$ cat src/rtl/core/svt_pkg.sv
// ----------------------------------------------------------------------------
// svt_pkg
// Shared types, codes and defaults for the sorted value table.
// ----------------------------------------------------------------------------
package svt_pkg;

  localparam int DepthDefault = 16;

  localparam int CmdW   = 2;
  localparam int ValueW = 32;
  localparam int KeyW   = 32;
  localparam int PosW   = 4;
  localparam int StatW  = 2;
  localparam int CountW = 5;

  localparam logic [CmdW-1:0] CMD_ADD    = 2'd0;
  localparam logic [CmdW-1:0] CMD_REMOVE = 2'd1;
  localparam logic [CmdW-1:0] CMD_READ   = 2'd2;

  localparam logic [StatW-1:0] ST_OK    = 2'd0;
  localparam logic [StatW-1:0] ST_FULL  = 2'd1;
  localparam logic [StatW-1:0] ST_NOKEY = 2'd2;
  localparam logic [StatW-1:0] ST_RANGE = 2'd3;

  typedef struct packed {
    logic signed [ValueW-1:0] value;
    logic signed [KeyW-1:0]   key;
  } entry_t;

  localparam int EntryW = $bits(entry_t);

  typedef struct packed {
    logic less;
    logic match;
  } cmp_t;

endpackage

$ cat src/rtl/core/sorted_value_table.sv
// ----------------------------------------------------------------------------
// sorted_value_table
// Table of up to DEPTH (value, key) pairs kept in ascending signed order.
// ----------------------------------------------------------------------------
// A command beat is taken when start is high and busy is low; busy stays high
// until its single result beat, which is shown with done high for exactly one
// cycle and cannot be held off by the receiver. Entries live in one RAM with a
// registered read port, and the sequencer visits one entry at a time, reading
// it and then evaluating it, through a shared compare unit. A read in range
// visits the addressed entry; an add walks down from the last entry, moves up
// each entry not less than the new value and then writes the new one (at once
// on an empty table, not at all on a full one); a remove visits every entry
// (none on an empty table). The table is empty after reset with no clearing pass.
// ----------------------------------------------------------------------------
module sorted_value_table #(
  parameter int DEPTH = svt_pkg::DepthDefault
) (
  input  logic                               clk,
  input  logic                               rst,
  input  logic                               start,
  input  logic [svt_pkg::CmdW-1:0]           command,
  input  logic signed [svt_pkg::ValueW-1:0]  value,
  input  logic signed [svt_pkg::KeyW-1:0]    key,
  input  logic [svt_pkg::PosW-1:0]           position,
  output logic                               busy,
  output logic                               done,
  output logic signed [svt_pkg::ValueW-1:0]  read_value,
  output logic [svt_pkg::StatW-1:0]          status,
  output logic [svt_pkg::CountW-1:0]         entry_count
);

  localparam int AW = (DEPTH > 1) ? $clog2(DEPTH) : 1;
  localparam int CW = $clog2(DEPTH + 1);
  localparam int PW = (CW > svt_pkg::PosW) ? CW : svt_pkg::PosW;

  localparam logic [1:0] S_IDLE = 2'd0;
  localparam logic [1:0] S_RD   = 2'd1;
  localparam logic [1:0] S_EV   = 2'd2;
  localparam logic [1:0] S_WR   = 2'd3;

  logic [1:0]                         state, state_next;
  logic [svt_pkg::CmdW-1:0]           op, op_next;
  logic signed [svt_pkg::ValueW-1:0]  val, val_next;
  logic signed [svt_pkg::KeyW-1:0]    kval, kval_next;
  logic [AW-1:0]                      idx, idx_next;
  logic [CW-1:0]                      count, count_next;
  logic                               found, found_next;
  logic                               done_next;
  logic signed [svt_pkg::ValueW-1:0]  read_value_next;
  logic [svt_pkg::StatW-1:0]          status_next;

  logic                               ram_we;
  logic [AW-1:0]                      ram_waddr;
  svt_pkg::entry_t                    ram_wdata;
  svt_pkg::entry_t                    ram_rdata;
  svt_pkg::entry_t                    new_entry;
  svt_pkg::cmp_t                      cmp;
  logic                               hit;

  svt_ram #(
    .WIDTH (svt_pkg::EntryW),
    .DEPTH (DEPTH),
    .AW    (AW)
  ) u_ram (
    .clk   (clk),
    .we    (ram_we),
    .waddr (ram_waddr),
    .wdata (ram_wdata),
    .raddr (idx),
    .rdata (ram_rdata)
  );

  svt_cmp u_cmp (
    .entry  (ram_rdata),
    .value  (val),
    .key    (kval),
    .result (cmp)
  );

  assign new_entry.value = val;
  assign new_entry.key   = kval;
  assign hit             = found | cmp.match;

  assign busy        = (state != S_IDLE);
  assign entry_count = svt_pkg::CountW'(count);

  always_comb begin
    state_next      = state;
    op_next         = op;
    val_next        = val;
    kval_next       = kval;
    idx_next        = idx;
    count_next      = count;
    found_next      = found;
    done_next       = 1'b0;
    read_value_next = read_value;
    status_next     = status;
    ram_we          = 1'b0;
    ram_waddr       = idx;
    ram_wdata       = new_entry;
    case (state)
      S_IDLE: begin
        if (start) begin
          op_next         = command;
          val_next        = value;
          kval_next       = key;
          read_value_next = '0;
          case (command)
            svt_pkg::CMD_ADD: begin
              if (count == CW'(DEPTH)) begin
                done_next   = 1'b1;
                status_next = svt_pkg::ST_FULL;
              end else if (count == '0) begin
                ram_we          = 1'b1;
                ram_waddr       = '0;
                ram_wdata.value = value;
                ram_wdata.key   = key;
                count_next      = count + CW'(1);
                done_next       = 1'b1;
                status_next     = svt_pkg::ST_OK;
              end else begin
                idx_next   = AW'(count - CW'(1));
                state_next = S_RD;
              end
            end
            svt_pkg::CMD_REMOVE: begin
              if (count == '0) begin
                done_next   = 1'b1;
                status_next = svt_pkg::ST_NOKEY;
              end else begin
                idx_next   = '0;
                found_next = 1'b0;
                state_next = S_RD;
              end
            end
            svt_pkg::CMD_READ: begin
              if (PW'(position) < PW'(count)) begin
                idx_next   = AW'(position);
                state_next = S_RD;
              end else begin
                done_next   = 1'b1;
                status_next = svt_pkg::ST_RANGE;
              end
            end
            default: begin
              done_next   = 1'b1;
              status_next = svt_pkg::ST_OK;
            end
          endcase
        end
      end
      S_RD: begin
        state_next = S_EV;
      end
      S_EV: begin
        case (op)
          svt_pkg::CMD_ADD: begin
            ram_we    = 1'b1;
            ram_waddr = idx + AW'(1);
            if (cmp.less) begin
              count_next  = count + CW'(1);
              done_next   = 1'b1;
              status_next = svt_pkg::ST_OK;
              state_next  = S_IDLE;
            end else begin
              ram_wdata = ram_rdata;
              if (idx == '0) begin
                state_next = S_WR;
              end else begin
                idx_next   = idx - AW'(1);
                state_next = S_RD;
              end
            end
          end
          svt_pkg::CMD_REMOVE: begin
            // once the key is found every later entry moves down one slot
            if (found) begin
              ram_we    = 1'b1;
              ram_waddr = idx - AW'(1);
              ram_wdata = ram_rdata;
            end
            found_next = hit;
            if (idx == AW'(count - CW'(1))) begin
              done_next  = 1'b1;
              state_next = S_IDLE;
              if (hit) begin
                count_next  = count - CW'(1);
                status_next = svt_pkg::ST_OK;
              end else begin
                status_next = svt_pkg::ST_NOKEY;
              end
            end else begin
              idx_next   = idx + AW'(1);
              state_next = S_RD;
            end
          end
          default: begin
            read_value_next = ram_rdata.value;
            status_next     = svt_pkg::ST_OK;
            done_next       = 1'b1;
            state_next      = S_IDLE;
          end
        endcase
      end
      S_WR: begin
        ram_we      = 1'b1;
        ram_waddr   = '0;
        count_next  = count + CW'(1);
        done_next   = 1'b1;
        status_next = svt_pkg::ST_OK;
        state_next  = S_IDLE;
      end
      default: begin
        state_next = S_IDLE;
      end
    endcase
  end

  always_ff @(posedge clk) begin
    if (rst) begin
      state <= S_IDLE;
      count <= '0;
      done  <= 1'b0;
      found <= 1'b0;
    end else begin
      state <= state_next;
      count <= count_next;
      done  <= done_next;
      found <= found_next;
    end
    op         <= op_next;
    val        <= val_next;
    kval       <= kval_next;
    idx        <= idx_next;
    read_value <= read_value_next;
    status     <= status_next;
  end

endmodule

$ cat src/rtl/core/svt_ram.sv
// ----------------------------------------------------------------------------
// svt_ram
// Generic single-write, single-read RAM with registered read data.
// ----------------------------------------------------------------------------
module svt_ram #(
  parameter int WIDTH = 64,
  parameter int DEPTH = 16,
  parameter int AW    = (DEPTH > 1) ? $clog2(DEPTH) : 1
) (
  input  logic             clk,
  input  logic             we,
  input  logic [AW-1:0]    waddr,
  input  logic [WIDTH-1:0] wdata,
  input  logic [AW-1:0]    raddr,
  output logic [WIDTH-1:0] rdata
);

  logic [WIDTH-1:0] mem [DEPTH];

  always_ff @(posedge clk) begin
    if (we) begin
      mem[waddr] <= wdata;
    end
    rdata <= mem[raddr];
  end

endmodule

$ cat src/rtl/core/svt_cmp.sv
// ----------------------------------------------------------------------------
// svt_cmp
// Shared compare unit: signed value order and key equality of one entry.
// ----------------------------------------------------------------------------
module svt_cmp (
  input  svt_pkg::entry_t                   entry,
  input  logic signed [svt_pkg::ValueW-1:0] value,
  input  logic signed [svt_pkg::KeyW-1:0]   key,
  output svt_pkg::cmp_t                     result
);

  assign result.less  = $signed(entry.value) < $signed(value);
  assign result.match = (entry.key == key);

endmodule

$ cat config.mk
export PLATFORM = sky130hd
export DESIGN_NAME = sorted_value_table
export DESIGN_NICKNAME = d
export VERILOG_FILES = /design/src/rtl/core/svt_pkg.sv /design/src/rtl/core/sorted_value_table.sv /design/src/rtl/core/svt_ram.sv /design/src/rtl/core/svt_cmp.sv
export SDC_FILE = /design/constraint.sdc
export NUM_CORES = 1
export LEC_CHECK = 0
export BUFFER_PORTS_ARGS = -buffer_cell sky130_fd_sc_hd__buf_2
export CAP_MARGIN = 20
export CORE_MARGIN = 4
export CORE_UTILIZATION = 65
export CTS_CLUSTER_DIAMETER = 150
export CTS_CLUSTER_SIZE = 40
export DETAILED_ROUTE_END_ITERATION = 16
export PLACE_DENSITY_LB_ADDON = 0.25
export SYNTH_ARGS = -nofsm -noshare
export SYNTH_HDL_FRONTEND = slang
export SYNTH_HIERARCHICAL = 1
export SYNTH_SLANG_ARGS = --single-unit
$ cat constraint.sdc
create_clock -name clk -period 11.3 [get_ports clk]
set_input_delay 1.13 -clock clk [delete_from_list [all_inputs] [get_ports clk]]
set_output_delay 1.13 -clock clk [all_outputs]
set_load 0.01 [all_outputs]
# --- Word level (Yosys, flattened, before mapping) ---
# Memories as Yosys holds them, arrays and structs flattened. A register that Yosys moved wholly into a read port is not among the register bits.
# Cells that the tools add are included.
totals:
  register_bits: 113
  mem_bits_rw: 1024
  mem_count: 1
memory_table:
  columns: ["memory", "words", "width", "read_ports", "rd_clocked_by_memory_dff", "write_ports", "line_no", "text"]
  rows:
  - ["u_ram.mem", 16, 64, 1, 1, 1, "svt_ram.sv:18", "logic [WIDTH-1:0] mem [DEPTH];"]
classes:
  add_sub_neg: 4
  magnitude_cmp: 2
  eq_ne: 32
  muxes: 81
  n_bitwise: 1
  n_reduce_logical: 16
op_table:
  columns: ["op", "n"]
  rows:
  - ["$mux 64", 6]
  - ["$pmux 64 s2", 2]
  - ["$mux 32", 2]
  - ["$pmux 32 s2", 1]
  - ["$mux 4", 13]
  - ["$ne 3x3->1 const B", 12]
  - ["$mux 5", 7]
  - ["$eq 32x32->1", 1]
  - ["$lt 32x32->1", 1]
  - ["$mux 2", 14]
  - ["$pmux 4 s2", 3]
  - ["$pmux 4 s3", 2]
  - ["$pmux 2 s3", 3]
  - ["$mux 1", 17]
  - ["$pmux 5 s3", 1]
  - ["$ne 2x2->1 const B", 6]
  - ["$reduce_and 11->1", 1]
  - ["$pmux 5 s2", 1]
  - ["$pmux 1 s3", 3]
  - ["$reduce_and 9->1", 1]
  - ["$pmux 2 s2", 2]
  - ["$pmux 2 s4", 1]
  - ["$reduce_and 7->1", 1]
  - ["$eq 2x1->1 const B", 3]
  - ["24 further kinds", 32]

# --- Depth between registers and ports, before layout ---
logic_depth:
  word_depth: 8
  ltp_mapped: 14
  ltp_nobuf: 13

# --- Cells and area by module ---
# Netlist, hierarchy kept.
by_module_without_submodules:
  columns: ["mod", "instances", "cells_per_inst", "area_per_inst_um2", "seq_area_each_um2"]
  rows:
  - ["svt_ram", 1, 1647, 39583.0, 32030.7]
  - ["sorted_value_table", 1, 499, 6043.3, 3303.2]
  - ["svt_cmp", 1, 150, 1123.6, 0.0]

# --- Worst setup path before layout ---
# No wires, ideal clock.
synth_timing:
  kind: "in2reg"
  start: "input command[0] (netlist bit)"
  end: "memory u_ram.mem[0][0], enable pin"
  arrival_time_ps: 6866
  required_ps: 10735
  path_slack_ps: 3869
  stages: 8
  path_buffers: 1
  path_cell_list: "inv_1 > ha_1 > a41o_1 > buf_6 > o21ai_0 > o2bb2ai_1 > or3b_2 > nor3_1"
synth_via:
  word_cells_on_any_way: 9
synth_rtl:
  columns: ["item", "line_no", "text"]
  rows:
  - ["from (decl)", "sorted_value_table.sv:21", "input logic [svt_pkg::CmdW-1:0] command,"]
  - ["$logic_not 2->1", "sorted_value_table.sv:108", "case (command)"]
  - ["$mux 4", "sorted_value_table.sv:108", null]
  - ["$mux 4", "sorted_value_table.sv:103", "if (start) begin"]
  - ["$pmux 4 s3", "sorted_value_table.sv:101", "case (state)"]
  - ["via ram_waddr[2]", "sorted_value_table.sv:53", "logic [AW-1:0] ram_waddr;"]
  - ["to (decl)", "svt_ram.sv:18", null]
# The timed path passes the listed nets, and every way through them passes these cells.

# --- Worst setup path in the final report ---
layout_timing:
  start: "register idx[1]"
  end: "memory u_ram.mem[14][36], enable pin"
layout_via:
  elab_chain_cells: 5
  word_cells_on_any_way: 9
layout_lines:
  columns: ["item", "line_no", "text"]
  rows:
  - ["from (decl)", "sorted_value_table.sv:45", "logic [AW-1:0] idx, idx_next;"]
  - ["from (signal assigned)", "sorted_value_table.sv:234", "idx <= idx_next;"]
  - ["parallel branches: the longest is 4 deep, another holds $sub 4x1->4", null, null]
  - ["$pmux 4 s3 *", "sorted_value_table.sv:101", null]
  - ["via ram_waddr[1]", "sorted_value_table.sv:53", null]
# Mark *: on every way through the listed nets, which the timed path passes.

==> results.sh <==
export IMPL_outcome="complete, no violations"
export IMPL_post_cts_buffers=0
export IMPL_grtUsageTotal_pct=27.6
export IMPL_fin_tns_setup_ns=0
export IMPL_final_core_util_pct=69.3
export IMPL_synth_edf_count=1128
export IMPL_grt_pass1_wl_mm=156
export IMPL_post_cts_resize_count=0
export IMPL_layout_common_cells="edfxtp_1, mux4_2, a22oi_1, buf_2, nand2_1"
export IMPL_rsz0062_at_grt="false"
export IMPL_fmax_ghz=0.181
export IMPL_final_hold_violation_count=0
export IMPL_r2r_end="u_ram/mem[14][36]"
export IMPL_syn_num_nets=2413
export IMPL_vias_per_cell=6.94
export IMPL_required_ns=11.57
export IMPL_fin_nets=2493
export IMPL_cts_sinks=1201
export IMPL_die_area_um2=76300
export IMPL_area_delta_synth_final_pct=5.86
export IMPL_synth_compound_area_share_pct=5.66
export IMPL_tightest_slew_ns=1.10
export IMPL_arrival_ns=5.80
export IMPL_vias=23277
export IMPL_fin_area_um2=49500
export IMPL_path_class="reg -> reg"
export IMPL_clockBufferDepth=3
export IMPL_first_pass_iters=5
export IMPL_skew_ns=0.0527
export IMPL_fin_crit_sh_pct=49.0
export IMPL_grt_max_degree=72
export IMPL_wirelength_mm=105
export IMPL_drt_iter0_drc=3177
export IMPL_die_h_um=276
export IMPL_cp_end_kind="flop"
export IMPL_yosys_area_top_type="edfxtp_1"
export IMPL_async_flop_share_pct=0
export IMPL_hold_buffers=0
export IMPL_dpl_cell_area_um2=48400
export IMPL_die_w_um=276
export IMPL_grt_pass1_vias=23590
export IMPL_drc=0
export IMPL_ys_seq_area_share_pct=75.6
export IMPL_antenna_found_initial=4
export IMPL_ctsHtreeMaxLevel=2
export IMPL_ant_nets=0
export IMPL_avgSynthCellArea_um2=20.4
export IMPL_dp_hpwl_mm=56.7
export IMPL_std_cell_rows=98
export IMPL_gp_congestion=0.843
export IMPL_synth_top_family_by_area="multiplexers"
export IMPL_portBuffers=113
export IMPL_drv_slew=0
export IMPL_startpoint="idx[1]"
export IMPL_start_util_pct=65.5
export IMPL_peakVddDrop_mv=0.130
export IMPL_endpoint="u_ram/mem[14][36]"
export IMPL_synth_seq_cells=1201
export IMPL_synthAdderAreaFrac_pct=1.18
export IMPL_worstPathMaxFanout=71
export IMPL_ys_warn_count=6
export IMPL_cts_root_buf="clkbuf_16"
export IMPL_mostFrequentLayoutCell="edfxtp_1"
export IMPL_synth_simple_area_share_pct=2.49
export IMPL_fill_cells=4388
export IMPL_ys_flop_type="edfxtp_1"
export IMPL_reg2reg_slack_ns=5.77
export IMPL_synth_mux_area_fraction_pct=12.4
export IMPL_maxCapViolations=0
export IMPL_layout_cells_non_filler=3353
export IMPL_core_um2=71400
export IMPL_critPathLaunchType="flop"
export IMPL_slew_headroom_pct=26.8
export IMPL_cts_tree="yes"
export IMPL_clkLatencyLatePin_ns=0.63
export IMPL_p_per_area_nw_per_um2=147
export IMPL_netlist_area_um2=46700
export IMPL_finalSetupViolCount=0
export IMPL_synth_xor_xnor_area_share_pct=0.832
export IMPL_synth_top_area_share_pct=72.5
export IMPL_p_leak_nw=16.3
export IMPL_r2r_start="idx[1]"
export IMPL_syn_inst=2296
export IMPL_synth_top_cells_by_area="edfxtp_1, mux4_2, dfxtp_1"
export IMPL_hp_class="reg -> reg"
export IMPL_wl_per_cell_um=31.3
export IMPL_cts_made_buffers=36
export IMPL_dp_cells=3286
export IMPL_pin_count=114
export IMPL_ys_types=71
export IMPL_grt_ovfl_total=0
export IMPL_clkTransAtPathRegs_ns=0.15
export IMPL_drive_gt1_share_pct=20.8
export IMPL_min_period_ns=5.53
export IMPL_reg2regPathDepth=11
export IMPL_min_from="u_ram/rdata[35]"
-- sequential cells by signal, indices dropped and copies added (netlist names) --
name         count
done             1
entry_count      5
found            1
idx              4
kval            32
op               2
read_value      32
state            2
status           2
u_ram/mem     1024
u_ram/rdata     64
val             32
-- final cells by class --
cell class,instances,area [um^2],share of cell area [%]
inverters,46,173,0.349
clock inverters,3,55.1,0.111
repair buffers,166,1000,2.03
well taps,950,1190,2.40
flip-flops and latches,1201,35300,71.4
diodes,1,2.50,0.00506
multi-input cells,925,10700,21.7
clock buffers,61,995,2.01
-- cells in the mapped netlist, drive strengths merged, types with 2 or more instances --
master	instances
edfxtp	1128
mux4	256
a22oi	128
nand2	87
dfxtp	73
a21o	70
buf	69
a22o	66
clkbuf	55
inv	46
ha	44
nor2	36
xor2	36
a21oi	33
and2	33
o21ai	17
nand4	10
nor3	10
nor4	8
or3	7
nand2b	6
nand3	6
nor2b	6
a311oi	5
xnor2	5
mux2i	4
o21a	4
a31oi	3
and3	3
nor3b	3
o211ai	3
o221ai	3
o31ai	3
or4	3
a2111oi	2
a211oi	2
nand3b	2
-- worst max-delay path, stage by stage (launching register included) --
cell and delay (ns):
edfxtp_1 0.35, buf_4 0.81, inv_1 0.24, ha_1 0.39, or3_1 0.32, o21ai_0 0.08, a21oi_1 0.09, o22ai_1 0.57
nand2b_1 0.41, nor2_4 0.66, buf_4 0.50, buf_4 0.64
-- how the worst min path moves through the flow --
stage,cells past startpoint,to,slack (ns)
floorplan,1,read_value[0],0.52
global placement,1,read_value[2],0.55
detailed placement,1,read_value[24],0.56
CTS,1,read_value[3],0.59
global route,1,read_value[24],0.63
finish,1,read_value[3],0.59
-- cell families after synthesis --
group           Yosys count
compound gates          351
xor+xnor                 42
fa+ha+maj                44
buf+inv                 170
flops                  1201
mux                     261
simple gates            227
-- through the flow --
| stage | power (mW) | hold slack (ns) | setup slack [ns] |
|---|---|---|---|
| floorplan | 5.38 | 0.521 | 3.87 |
| global placement | 5.51 | 0.549 | 5.93 |
| detailed placement | 5.54 | 0.565 | 5.78 |
| CTS | 7.30 | 0.594 | 5.76 |
| global route | 7.51 | 0.627 | 5.52 |
| finish | 7.28 | 0.593 | 5.77 |
-- power by group --
| group | switching (mW) | total [mW] | internal, mW |
|---|---|---|---|
| Combinational | 0.285 | 0.433 | 0.149 |
| Clock | 1.21 | 1.84 | 0.628 |
| Sequential | 0.0378 | 5.01 | 4.97 |
-- per-layer routing --
metal,GRT usage (%),share of wire [%],vias to the layer above
met5,0,0.030,-
met4,7.16,2.7,6
met3,4.98,10,148
met2,43.5,48,1312
met1,41.2,39,12243
li1,-,-,9568
Power figures use the tool's default switching activity.
